$ cat config.mk
export PLATFORM = sky130hd
export DESIGN_NAME = pcg32_bounded_random_generator_top
export DESIGN_NICKNAME = d
export VERILOG_FILES = /design/src/hdl/pcg32br_pkg.sv /design/src/hdl/pcg32_bounded_random_generator_top.sv /design/src/hdl/pcg32br_datapath.sv /design/src/hdl/pcg32br_ctrl.sv
export VERILOG_INCLUDE_DIRS = /design/src /design/src/hdl
export SDC_FILE = /design/constraint.sdc
export NUM_CORES = 2
export LEC_CHECK = 0
export BUFFER_PORTS_ARGS = -buffer_cell sky130_fd_sc_hd__buf_2
export CAP_MARGIN = 25
export CORE_MARGIN = 10
export CORE_UTILIZATION = 27
export CTS_CLUSTER_DIAMETER = 150
export DETAILED_ROUTE_END_ITERATION = 6
export GPL_ROUTABILITY_DRIVEN = 1
export SLEW_MARGIN = 0
export SYNTH_ARGS = -nofsm -noshare
export SYNTH_HDL_FRONTEND = slang
export SYNTH_HIERARCHICAL = 1
export SYNTH_SLANG_ARGS = --single-unit
$ cat constraint.sdc
create_clock -name i_clk -period 16.8 [get_ports i_clk]
set_input_delay 3.36 -clock i_clk [delete_from_list [all_inputs] [get_ports i_clk]]
set_output_delay 3.36 -clock i_clk [all_outputs]
set_load 0.01 [all_outputs]
$ cat src/hdl/assert_macros.svh
// Assertion macros used by the controller of the bounded PCG32 generator.
// Depends on nothing; the including module must have i_clk and i_rst_n.
`ifndef ASSERT_MACROS_SVH
`define ASSERT_MACROS_SVH

// Checked on every rising edge outside reset.
`define ASSERT_CLK(lbl, prop) \
    lbl: assert property (@(posedge i_clk) disable iff (!i_rst_n) prop) \
        else $error("assertion failed in bounded PCG32 generator");

// Checked on every rising edge, reset included.
`define ASSERT_ALWAYS(lbl, prop) \
    lbl: assert property (@(posedge i_clk) prop) \
        else $error("assertion failed in bounded PCG32 generator");

`endif

$ cat src/hdl/pcg32br_pkg.sv
// Types and constants shared by the bounded PCG32 generator.
// Depends on nothing; used by the controller, the datapath and the top level.
`timescale 1ns / 1ps

package pcg32br_pkg;

    // Request and result payloads.
    typedef struct packed {
        logic [1:0]  action;
        logic [31:0] range_low;
        logic [31:0] range_high;
    } t_in_req;

    typedef struct packed {
        logic [31:0] value;
        logic [23:0] fraction;
        logic        range_error;
    } t_out_res;

    // Action codes.
    localparam logic [1:0] ACT_RAW     = 2'd0;
    localparam logic [1:0] ACT_BOUNDED = 2'd1;
    localparam logic [1:0] ACT_RESEED  = 2'd2;

    // Configuration register indices.
    localparam int unsigned CFG_IDX_W = 1;
    localparam logic [CFG_IDX_W-1:0] REG_SEED   = 1'b0;
    localparam logic [CFG_IDX_W-1:0] REG_STREAM = 1'b1;

    // Generator constants.
    localparam logic [63:0] LCG_MULT    = 64'h5851_F42D_4C95_7F2D;
    localparam logic [63:0] STATE_RESET = 64'h5851_F42D_4C95_7F2E;
    localparam logic [63:0] INC_RESET   = 64'd1;

    // Datapath operations issued by the controller.
    typedef logic [3:0] t_dp_op;
    localparam t_dp_op OP_NONE     = 4'd0;
    localparam t_dp_op OP_RESEED   = 4'd1;
    localparam t_dp_op OP_MUL0     = 4'd2;
    localparam t_dp_op OP_MUL1     = 4'd3;
    localparam t_dp_op OP_MUL2     = 4'd4;
    localparam t_dp_op OP_MUL3     = 4'd5;
    localparam t_dp_op OP_LIM_INIT = 4'd6;
    localparam t_dp_op OP_MOD_INIT = 4'd7;
    localparam t_dp_op OP_DIV_STEP = 4'd8;
    localparam t_dp_op OP_FINISH   = 4'd9;

    typedef struct packed {
        logic   load;   // capture the request being accepted
        t_dp_op op;
    } t_dp_cmd;

    typedef struct packed {
        logic [1:0] action;
        logic       span_zero;
        logic       word_ge_limit;
    } t_dp_status;

endpackage

$ cat src/hdl/pcg32_bounded_random_generator_top.sv
// Top level of the bounded PCG32 generator: joins the controller and the datapath.
// Depends on pcg32br_pkg, pcg32br_ctrl and pcg32br_datapath.
`timescale 1ns / 1ps

// Channel    Direction  Handshake                  Payload
// request    in         i_in_valid / o_in_ready    i_in  (action, range_low, range_high)
// result     out        o_out_valid / i_out_ready  o_out (value, fraction, range_error)
// config     in         i_cfg_we                   i_cfg_idx, i_cfg_wdata (64 bits)
//
// A raw draw or a reseed makes one advance of the state before its result; a bounded
// draw divides for the rejection limit, advances for its first word and again for each
// rejected word, then divides for the remainder; a zero range or the unused action
// goes straight to the result. The advance is split into partial products on one
// shared 32 x 32 multiplier; the radix-2 divider yields the limit and the remainder.
// Reset is synchronous and active low; it reloads the state seeded with seed 0 and
// stream 0, clears both configuration registers and clears the result-valid flag.
// A new request is taken as soon as the controller is idle, even while the previous
// result still waits; a finished result then holds until the result register is free.

module pcg32_bounded_random_generator_top (
    input  logic                              i_clk,
    input  logic                              i_rst_n,
    input  logic                              i_in_valid,
    output logic                              o_in_ready,
    input  pcg32br_pkg::t_in_req              i_in,
    output logic                              o_out_valid,
    input  logic                              i_out_ready,
    output pcg32br_pkg::t_out_res             o_out,
    input  logic                              i_cfg_we,
    input  logic [pcg32br_pkg::CFG_IDX_W-1:0] i_cfg_idx,
    input  logic [63:0]                       i_cfg_wdata
);

    // Command and status between the sequencer and the arithmetic.
    pcg32br_pkg::t_dp_cmd    dp_cmd;
    pcg32br_pkg::t_dp_status dp_status;

    // The controller owns both handshakes and the result-valid flag.
    pcg32br_ctrl u_ctrl (
        .i_clk       (i_clk),
        .i_rst_n     (i_rst_n),
        .i_in_valid  (i_in_valid),
        .o_in_ready  (o_in_ready),
        .o_out_valid (o_out_valid),
        .i_out_ready (i_out_ready),
        .i_status    (dp_status),
        .o_cmd       (dp_cmd)
    );

    // The datapath holds the generator state, configuration and the result register.
    pcg32br_datapath u_datapath (
        .i_clk       (i_clk),
        .i_rst_n     (i_rst_n),
        .i_in        (i_in),
        .i_cfg_we    (i_cfg_we),
        .i_cfg_idx   (i_cfg_idx),
        .i_cfg_wdata (i_cfg_wdata),
        .i_cmd       (dp_cmd),
        .o_status    (dp_status),
        .o_res       (o_out)
    );

endmodule

$ cat src/hdl/pcg32br_datapath.sv
// Datapath of the bounded PCG32 generator: state, shared multiplier, divider, result.
// Depends on pcg32br_pkg; driven by pcg32br_ctrl through command and status structs.
`timescale 1ns / 1ps

module pcg32br_datapath (
    input  logic                             i_clk,
    input  logic                             i_rst_n,
    input  pcg32br_pkg::t_in_req             i_in,
    input  logic                             i_cfg_we,
    input  logic [pcg32br_pkg::CFG_IDX_W-1:0] i_cfg_idx,
    input  logic [63:0]                      i_cfg_wdata,
    input  pcg32br_pkg::t_dp_cmd             i_cmd,
    output pcg32br_pkg::t_dp_status          o_status,
    output pcg32br_pkg::t_out_res            o_res
);

    logic [63:0] r_seed;
    logic [62:0] r_stream;
    logic [63:0] r_state;
    logic [63:0] r_inc;
    logic [63:0] r_acc;
    logic [63:0] r_prod;
    logic [31:0] r_word;
    logic [31:0] r_rem;
    logic [31:0] r_dvd;
    pcg32br_pkg::t_in_req  r_req;
    pcg32br_pkg::t_out_res r_res;

    logic [31:0] mul_a;
    logic [31:0] mul_b;
    logic [63:0] mul_p;
    logic [31:0] span;
    logic [32:0] trial;
    logic [63:0] new_inc;

    // XSH-RR output permutation of the state before the advance.
    function automatic logic [31:0] xsh_rr(input logic [63:0] s);
        logic [63:0] x;
        logic [31:0] mixed;
        logic [63:0] dbl;
        x     = (s >> 18) ^ s;
        mixed = x[58:27];
        dbl   = {mixed, mixed} >> s[63:59];
        return dbl[31:0];
    endfunction

    assign span    = r_req.range_high - r_req.range_low;
    assign new_inc = {r_stream, 1'b1};
    assign trial   = {r_rem, r_dvd[31]} - {1'b0, span};

    always_comb begin
        mul_a = r_state[31:0];
        mul_b = pcg32br_pkg::LCG_MULT[31:0];
        case (i_cmd.op)
            pcg32br_pkg::OP_MUL1: begin
                mul_a = r_state[63:32];
            end
            pcg32br_pkg::OP_MUL2: begin
                mul_b = pcg32br_pkg::LCG_MULT[63:32];
            end
            default: begin
                mul_a = r_state[31:0];
            end
        endcase
        mul_p = mul_a * mul_b;
    end

    // Configuration registers.
    always_ff @(posedge i_clk) begin
        if (!i_rst_n) begin
            r_seed   <= '0;
            r_stream <= '0;
        end else if (i_cfg_we) begin
            if (i_cfg_idx == pcg32br_pkg::REG_SEED) begin
                r_seed <= i_cfg_wdata;
            end else begin
                r_stream <= i_cfg_wdata[62:0];
            end
        end
    end

    // Generator state.
    always_ff @(posedge i_clk) begin
        if (!i_rst_n) begin
            r_state <= pcg32br_pkg::STATE_RESET;
            r_inc   <= pcg32br_pkg::INC_RESET;
        end else begin
            case (i_cmd.op)
                pcg32br_pkg::OP_RESEED: begin
                    // The first advance from a zero state yields the increment itself.
                    r_inc   <= new_inc;
                    r_state <= new_inc + r_seed;
                end
                pcg32br_pkg::OP_MUL3: begin
                    r_state <= {r_acc[63:32] + r_prod[31:0], r_acc[31:0]};
                end
                default: begin
                    r_state <= r_state;
                end
            endcase
        end
    end

    // Payload registers: request, products, divider and result.
    always_ff @(posedge i_clk) begin
        if (i_cmd.load) begin
            r_req <= i_in;
        end
        case (i_cmd.op)
            pcg32br_pkg::OP_MUL0: begin
                r_word <= xsh_rr(r_state);
                r_prod <= mul_p;
            end
            pcg32br_pkg::OP_MUL1: begin
                r_acc  <= r_inc + r_prod;
                r_prod <= mul_p;
            end
            pcg32br_pkg::OP_MUL2: begin
                r_acc[63:32] <= r_acc[63:32] + r_prod[31:0];
                r_prod       <= mul_p;
            end
            pcg32br_pkg::OP_LIM_INIT: begin
                r_rem <= '0;
                r_dvd <= 32'd0 - span;
            end
            pcg32br_pkg::OP_MOD_INIT: begin
                r_rem <= '0;
                r_dvd <= r_word;
            end
            pcg32br_pkg::OP_DIV_STEP: begin
                r_dvd <= {r_dvd[30:0], 1'b0};
                if (!trial[32]) begin
                    r_rem <= trial[31:0];
                end else begin
                    r_rem <= {r_rem[30:0], r_dvd[31]};
                end
            end
            pcg32br_pkg::OP_FINISH: begin
                case (r_req.action)
                    pcg32br_pkg::ACT_RAW: begin
                        r_res <= {r_word, r_word[31:8], 1'b0};
                    end
                    pcg32br_pkg::ACT_BOUNDED: begin
                        if (span == 32'd0) begin
                            r_res <= {r_req.range_low, 24'd0, 1'b1};
                        end else begin
                            r_res <= {r_req.range_low + r_rem, 24'd0, 1'b0};
                        end
                    end
                    default: begin
                        r_res <= '0;
                    end
                endcase
            end
            default: begin
                r_rem <= r_rem;
            end
        endcase
    end

    // While drawing, r_rem still holds the rejection limit.
    assign o_status.action        = r_req.action;
    assign o_status.span_zero     = (span == 32'd0);
    assign o_status.word_ge_limit = (r_word >= r_rem);
    assign o_res                  = r_res;

endmodule

$ cat src/hdl/pcg32br_ctrl.sv
// Controller of the bounded PCG32 generator: sequences advances, divisions and results.
// Depends on pcg32br_pkg and assert_macros.svh; commands pcg32br_datapath.
`timescale 1ns / 1ps
`include "assert_macros.svh"

module pcg32br_ctrl (
    input  logic                       i_clk,
    input  logic                       i_rst_n,
    input  logic                       i_in_valid,
    output logic                       o_in_ready,
    output logic                       o_out_valid,
    input  logic                       i_out_ready,
    input  pcg32br_pkg::t_dp_status    i_status,
    output pcg32br_pkg::t_dp_cmd       o_cmd
);

    localparam logic [2:0] S_IDLE     = 3'd0;
    localparam logic [2:0] S_DISPATCH = 3'd1;
    localparam logic [2:0] S_MUL      = 3'd2;
    localparam logic [2:0] S_LIMDIV   = 3'd3;
    localparam logic [2:0] S_CHECK    = 3'd4;
    localparam logic [2:0] S_MODDIV   = 3'd5;
    localparam logic [2:0] S_FINISH   = 3'd6;

    logic [2:0] r_state;
    logic [2:0] n_state;
    logic [4:0] r_cnt;
    logic [4:0] n_cnt;
    logic       r_out_valid;
    logic       n_out_valid;
    logic       in_fire;
    logic       out_free;

    assign in_fire  = i_in_valid && (r_state == S_IDLE);
    assign out_free = !r_out_valid || i_out_ready;

    always_comb begin
        n_state     = r_state;
        n_cnt       = r_cnt;
        n_out_valid = r_out_valid && !i_out_ready;
        o_cmd.load  = in_fire;
        o_cmd.op    = pcg32br_pkg::OP_NONE;
        case (r_state)
            S_IDLE: begin
                if (in_fire) begin
                    n_state = S_DISPATCH;
                end
            end
            S_DISPATCH: begin
                n_cnt = '0;
                case (i_status.action)
                    pcg32br_pkg::ACT_RAW: begin
                        n_state = S_MUL;
                    end
                    pcg32br_pkg::ACT_RESEED: begin
                        o_cmd.op = pcg32br_pkg::OP_RESEED;
                        n_state  = S_MUL;
                    end
                    pcg32br_pkg::ACT_BOUNDED: begin
                        if (i_status.span_zero) begin
                            n_state = S_FINISH;
                        end else begin
                            o_cmd.op = pcg32br_pkg::OP_LIM_INIT;
                            n_state  = S_LIMDIV;
                        end
                    end
                    default: begin
                        n_state = S_FINISH;
                    end
                endcase
            end
            S_MUL: begin
                n_cnt = r_cnt + 5'd1;
                case (r_cnt[1:0])
                    2'd0: begin
                        o_cmd.op = pcg32br_pkg::OP_MUL0;
                    end
                    2'd1: begin
                        o_cmd.op = pcg32br_pkg::OP_MUL1;
                    end
                    2'd2: begin
                        o_cmd.op = pcg32br_pkg::OP_MUL2;
                    end
                    default: begin
                        o_cmd.op = pcg32br_pkg::OP_MUL3;
                        n_cnt    = '0;
                        if (i_status.action == pcg32br_pkg::ACT_BOUNDED) begin
                            n_state = S_CHECK;
                        end else begin
                            n_state = S_FINISH;
                        end
                    end
                endcase
            end
            S_LIMDIV: begin
                o_cmd.op = pcg32br_pkg::OP_DIV_STEP;
                n_cnt    = r_cnt + 5'd1;
                if (r_cnt == 5'd31) begin
                    n_state = S_MUL;
                end
            end
            S_CHECK: begin
                n_cnt = '0;
                if (i_status.word_ge_limit) begin
                    o_cmd.op = pcg32br_pkg::OP_MOD_INIT;
                    n_state  = S_MODDIV;
                end else begin
                    n_state = S_MUL;
                end
            end
            S_MODDIV: begin
                o_cmd.op = pcg32br_pkg::OP_DIV_STEP;
                n_cnt    = r_cnt + 5'd1;
                if (r_cnt == 5'd31) begin
                    n_state = S_FINISH;
                end
            end
            S_FINISH: begin
                if (out_free) begin
                    o_cmd.op    = pcg32br_pkg::OP_FINISH;
                    n_out_valid = 1'b1;
                    n_state     = S_IDLE;
                end
            end
            default: begin
                n_state = S_IDLE;
            end
        endcase
    end

    always_ff @(posedge i_clk) begin
        if (!i_rst_n) begin
            r_state     <= S_IDLE;
            r_cnt       <= '0;
            r_out_valid <= 1'b0;
        end else begin
            r_state     <= n_state;
            r_cnt       <= n_cnt;
            r_out_valid <= n_out_valid;
        end
    end

    assign o_in_ready  = (r_state == S_IDLE);
    assign o_out_valid = r_out_valid;

    `ASSERT_CLK(a_accept_dispatch, in_fire |=> (r_state == S_DISPATCH))
    `ASSERT_CLK(a_finish_shows, (r_state == S_FINISH && !r_out_valid) |=> r_out_valid)
    `ASSERT_ALWAYS(a_mul_cnt_small, (r_state == S_MUL) |-> (r_cnt[4:2] == 3'd0))
    `ASSERT_CLK(a_mod_from_zero,
        (r_state == S_CHECK && i_status.word_ge_limit) |=> (r_state == S_MODDIV && r_cnt == 5'd0))

endmodule
==> impl_metrics.csv <==
group,metric,value,unit
status,run_status,"finished with violations",
status,violations_in_the_final_reports,"design-rule violations",
grt,grt_pass1_vias,50600,
cts,post_cts.repair.setup_buffers,0,
floorplan,initial_core_util,27.2,%
logic_synthesis,synth.yosys.seq_area_share,25.0,%
logic_synthesis,ys_types,99,
drt,via_count,50300,
cts,clock_path_buffers,3,
logic_synthesis,synthXorXnorAreaFrac,4.61,%
drt,route.detailed.drc,1,
logic_synthesis,area_contributors_post_synth,"sky130_fd_sc_hd__fa_1, sky130_fd_sc_hd__edfxtp_1, sky130_fd_sc_hd__ha_1",
drt,routedWlPerCell,20.1,um
drt,detail_route.wirelength,202000,um
timing,rsz0062_at_grt,"no",
timing,maxSlewHeadroom,29.3,%
cts,insertion_delay,710,ps
grt,grt_util_all_layers,15.6,%
logic_synthesis,synthAdderAreaFrac,31.5,%
timing,finalHoldViolations,0,
cts,clockRootBuffer,"sky130_fd_sc_hd__clkbuf_16",
logic_synthesis,synth.most_common_cell,"sky130_fd_sc_hd__inv_1",
grt,grt_first_pass_wirelength,309000,um
setup_path,critPathRequiredTime,17260,ps
floorplan,num_rows,176,
grt,globalRoute.totalOverflow,0,
setup_path,cpMostUsedCell,"sky130_fd_sc_hd__fa_1",
drt,viasPerCell,5.02,
timing,setup_viol,0,
setup_path,critPathArrivalTime,15320,ps
cts,clock_pin_transition_on_the_worst_setup_and_hold_timing_paths,60,ps
timing,clock_skew,54.8,ps
logic_synthesis,synth_edf_count,347,
cts,h_tree_depth,3,
setup_path,timing.critical_path.slowest_stage_cell,"sky130_fd_sc_hd__nor3_1",
floorplan,fp.coreArea,231000,sq um
logic_synthesis,postSynthAreaPerCell,9.18,sq um
timing,maxClockFrequency,67.3,MHz
floorplan,io_pins,195,
grt,maximum_number_of_pins_on_one_net_before_global_route_repair,116,
placement,dp.final_hpwl,165000,um
setup_path,setup_crit_end_kind,"flip-flop",
floorplan,design.die.area,252000,sq um
cells_and_area,finalNetCount,8322,
timing,final_period_minus_worst_setup_slack,14870,ps
cts,hold_buffers,0,
logic_synthesis,ys.warnings.count,6,
placement,gp_congestion,0.967,
grt,antenna_found_initial,24,
logic_synthesis,synth_area,62700,sq um
drt,drt.antenna.violating_nets,0,
logic_synthesis,syn-instance-count,6830,
cts,cts_buffers,74,
floorplan,die_h,502,um
logic_synthesis,synth-seq-cells,610,
logic_synthesis,synthDominantCellAreaShare,17.3,%
cells_and_area,layout_area_growth_over_synthesis,11.1,%
logic_synthesis,ys_dominant_reg_cell,"sky130_fd_sc_hd__edfxtp_1",
timing,final_layout_setup_total_negative_slack,0,ps
setup_path,criticalPathCategory,"flip-flop to flip-flop",
timing,timing_max_transition_violations_final,0,
logic_synthesis,post-synth-top-area-cell,"sky130_fd_sc_hd__fa_1",
min_path,holdCritPathClass,"flip-flop to flip-flop",
drt,detail_route.iter0.violations,4524,
logic_synthesis,synthArstFlopShare,0,%
logic_synthesis,synth_compound_gate_area_share,17.0,%
floorplan,die_w,502,um
logic_synthesis,yosys-mux-area-fraction,2.82,%
drt,total_iterations_of_the_first_detailed_routing_run,7,
setup_path,setup.worst_path.start_class,"flip-flop",
logic_synthesis,yosys.area_share.simple,11.9,%
setup_path,cp_slowest_stage_delay,690,ps
cells_and_area,ratio_of_cells_with_drive_above_1_in_the_final_layout,6.66,%
timing,finalCritPeriodShare,88.5,%
cts,postCtsResizedCells,0,
timing,worst_slew_pin_slew,1050,ps
run,drv.max_cap_violation_count,0,
setup_path,critPathMaxFanout,18,
cts,cts_tree,"done",
cts,cts_sinks,610,
logic_synthesis,synth_top_family_by_area,"adder cells",
placement,buffer_ports.inserted,194,
logic_synthesis,synth.cells.most_frequent,"sky130_fd_sc_hd__inv_1, sky130_fd_sc_hd__nand2_1, sky130_fd_sc_hd__ha_1",
[cell families after synthesis]
kind of cell	count (synthesis)
compound gates	1623
simple gates	1660
buf+inv	1186
fa+ha+maj	1251
xor+xnor	330
flops	610
other cells	2
mux	168
[critical path: cells and delay by family, from the launching register on]
family	cells	cell delay [ps]
buffers and inverters	6	1200
AOI/OAI and AO/OA	16	3970
and+or+nand+nor	11	3540
muxes	1	430
adders and majority gates	11	4710
xor gates and xnor gates	2	410
DFF	1	360
[layer usage]
layer,GRT usage (%),part of all wire (%)
met1,21.1,44
met2,24.6,44
met3,3.22,7.6
met4,5.37,3.8
met5,0,0.098
[layout make-up]
type,instances,area [sq um]
Clock buffer,93,2030
Clock inverter,44,480
Inverter,932,3500
Antenna cell,5,12.5
Timing Repair Buffer,254,1470
Tap cell,3026,3790
Multi-Input combinational cell,5063,42700
Sequential cell,610,15700
Fill cell,24000,161000
[final timing paths]
kind              cells after the start                                 end                           from  slack (ps)
setup / recovery                     47     u_datapath/r_prod[60]$_DFFE_PP_  u_datapath/r_req[0]$_DFFE_PP_        1930
hold / removal                        2  u_datapath/r_state[1]$_SDFFE_PN1P_  u_datapath/r_acc[1]$_DFFE_PP_         460
setup reg to reg                     47     u_datapath/r_prod[60]$_DFFE_PP_  u_datapath/r_req[0]$_DFFE_PP_        1930
hold reg to reg                       2  u_datapath/r_state[1]$_SDFFE_PN1P_  u_datapath/r_acc[1]$_DFFE_PP_         460
[placed cells by master (no fill, tap or decap), types with 38 or more instances in the layout]
master / Yosys / layout
sky130_fd_sc_hd__nand4_1: 63 / 63
sky130_fd_sc_hd__and2_1: 61 / 59
sky130_fd_sc_hd__nand3_1: 73 / 73
sky130_fd_sc_hd__xnor2_1: 228 / 228
sky130_fd_sc_hd__a21boi_0: 208 / 208
sky130_fd_sc_hd__ha_1: 710 / 710
sky130_fd_sc_hd__nor2_1: 413 / 409
sky130_fd_sc_hd__a21o_1: 193 / 193
sky130_fd_sc_hd__mux2i_1: 133 / 133
sky130_fd_sc_hd__nor2b_1: 66 / 65
sky130_fd_sc_hd__nand2b_1: 50 / 49
sky130_fd_sc_hd__buf_4: 8 / 55
sky130_fd_sc_hd__dfxtp_1: 263 / 263
sky130_fd_sc_hd__a211oi_1: 46 / 46
sky130_fd_sc_hd__fa_1: 541 / 541
sky130_fd_sc_hd__inv_1: 923 / 923
sky130_fd_sc_hd__buf_2: 10 / 194
sky130_fd_sc_hd__o211ai_1: 54 / 54
sky130_fd_sc_hd__and3_1: 39 / 39
sky130_fd_sc_hd__o21a_1: 48 / 48
sky130_fd_sc_hd__o21ai_0: 321 / 320
sky130_fd_sc_hd__a22oi_1: 52 / 52
sky130_fd_sc_hd__nand2_1: 734 / 731
sky130_fd_sc_hd__xor2_1: 102 / 102
sky130_fd_sc_hd__nor3_1: 76 / 75
sky130_fd_sc_hd__a21oi_1: 387 / 387
sky130_fd_sc_hd__o21bai_1: 67 / 67
sky130_fd_sc_hd__a31oi_1: 38 / 38
sky130_fd_sc_hd__clkbuf_16: 0 / 77
sky130_fd_sc_hd__edfxtp_1: 347 / 347
[stage by stage]
stage	std cells	util, %	area, sq um	hold WS [ps]	setup WS [ps]
floorplan	6859	-	62800	429	3020
global placement	9879	29.1	67100	453	1590
detailed placement	9883	29.1	67100	454	1420
CTS	10000	30.2	69600	456	1430
global route	10000	30.2	69600	477	1150
finish	10000	30.2	69600	457	1930
[sequential cells by signal, summed over array words and instances, names as in the netlist]
name and cells:
u_ctrl/o_out_valid 1, u_ctrl/r_cnt 5, u_ctrl/r_state 3, u_datapath/o_res 57, u_datapath/o_status 2, u_datapath/r_acc 64, u_datapath/r_dvd 32, u_datapath/r_inc 63
u_datapath/r_prod 64, u_datapath/r_rem 32, u_datapath/r_req 64, u_datapath/r_seed 64, u_datapath/r_state 64, u_datapath/r_stream 63, u_datapath/r_word 32
Power is not shown: default switching activity piles up to over one toggle a cycle in this logic, so the estimate is an artifact.
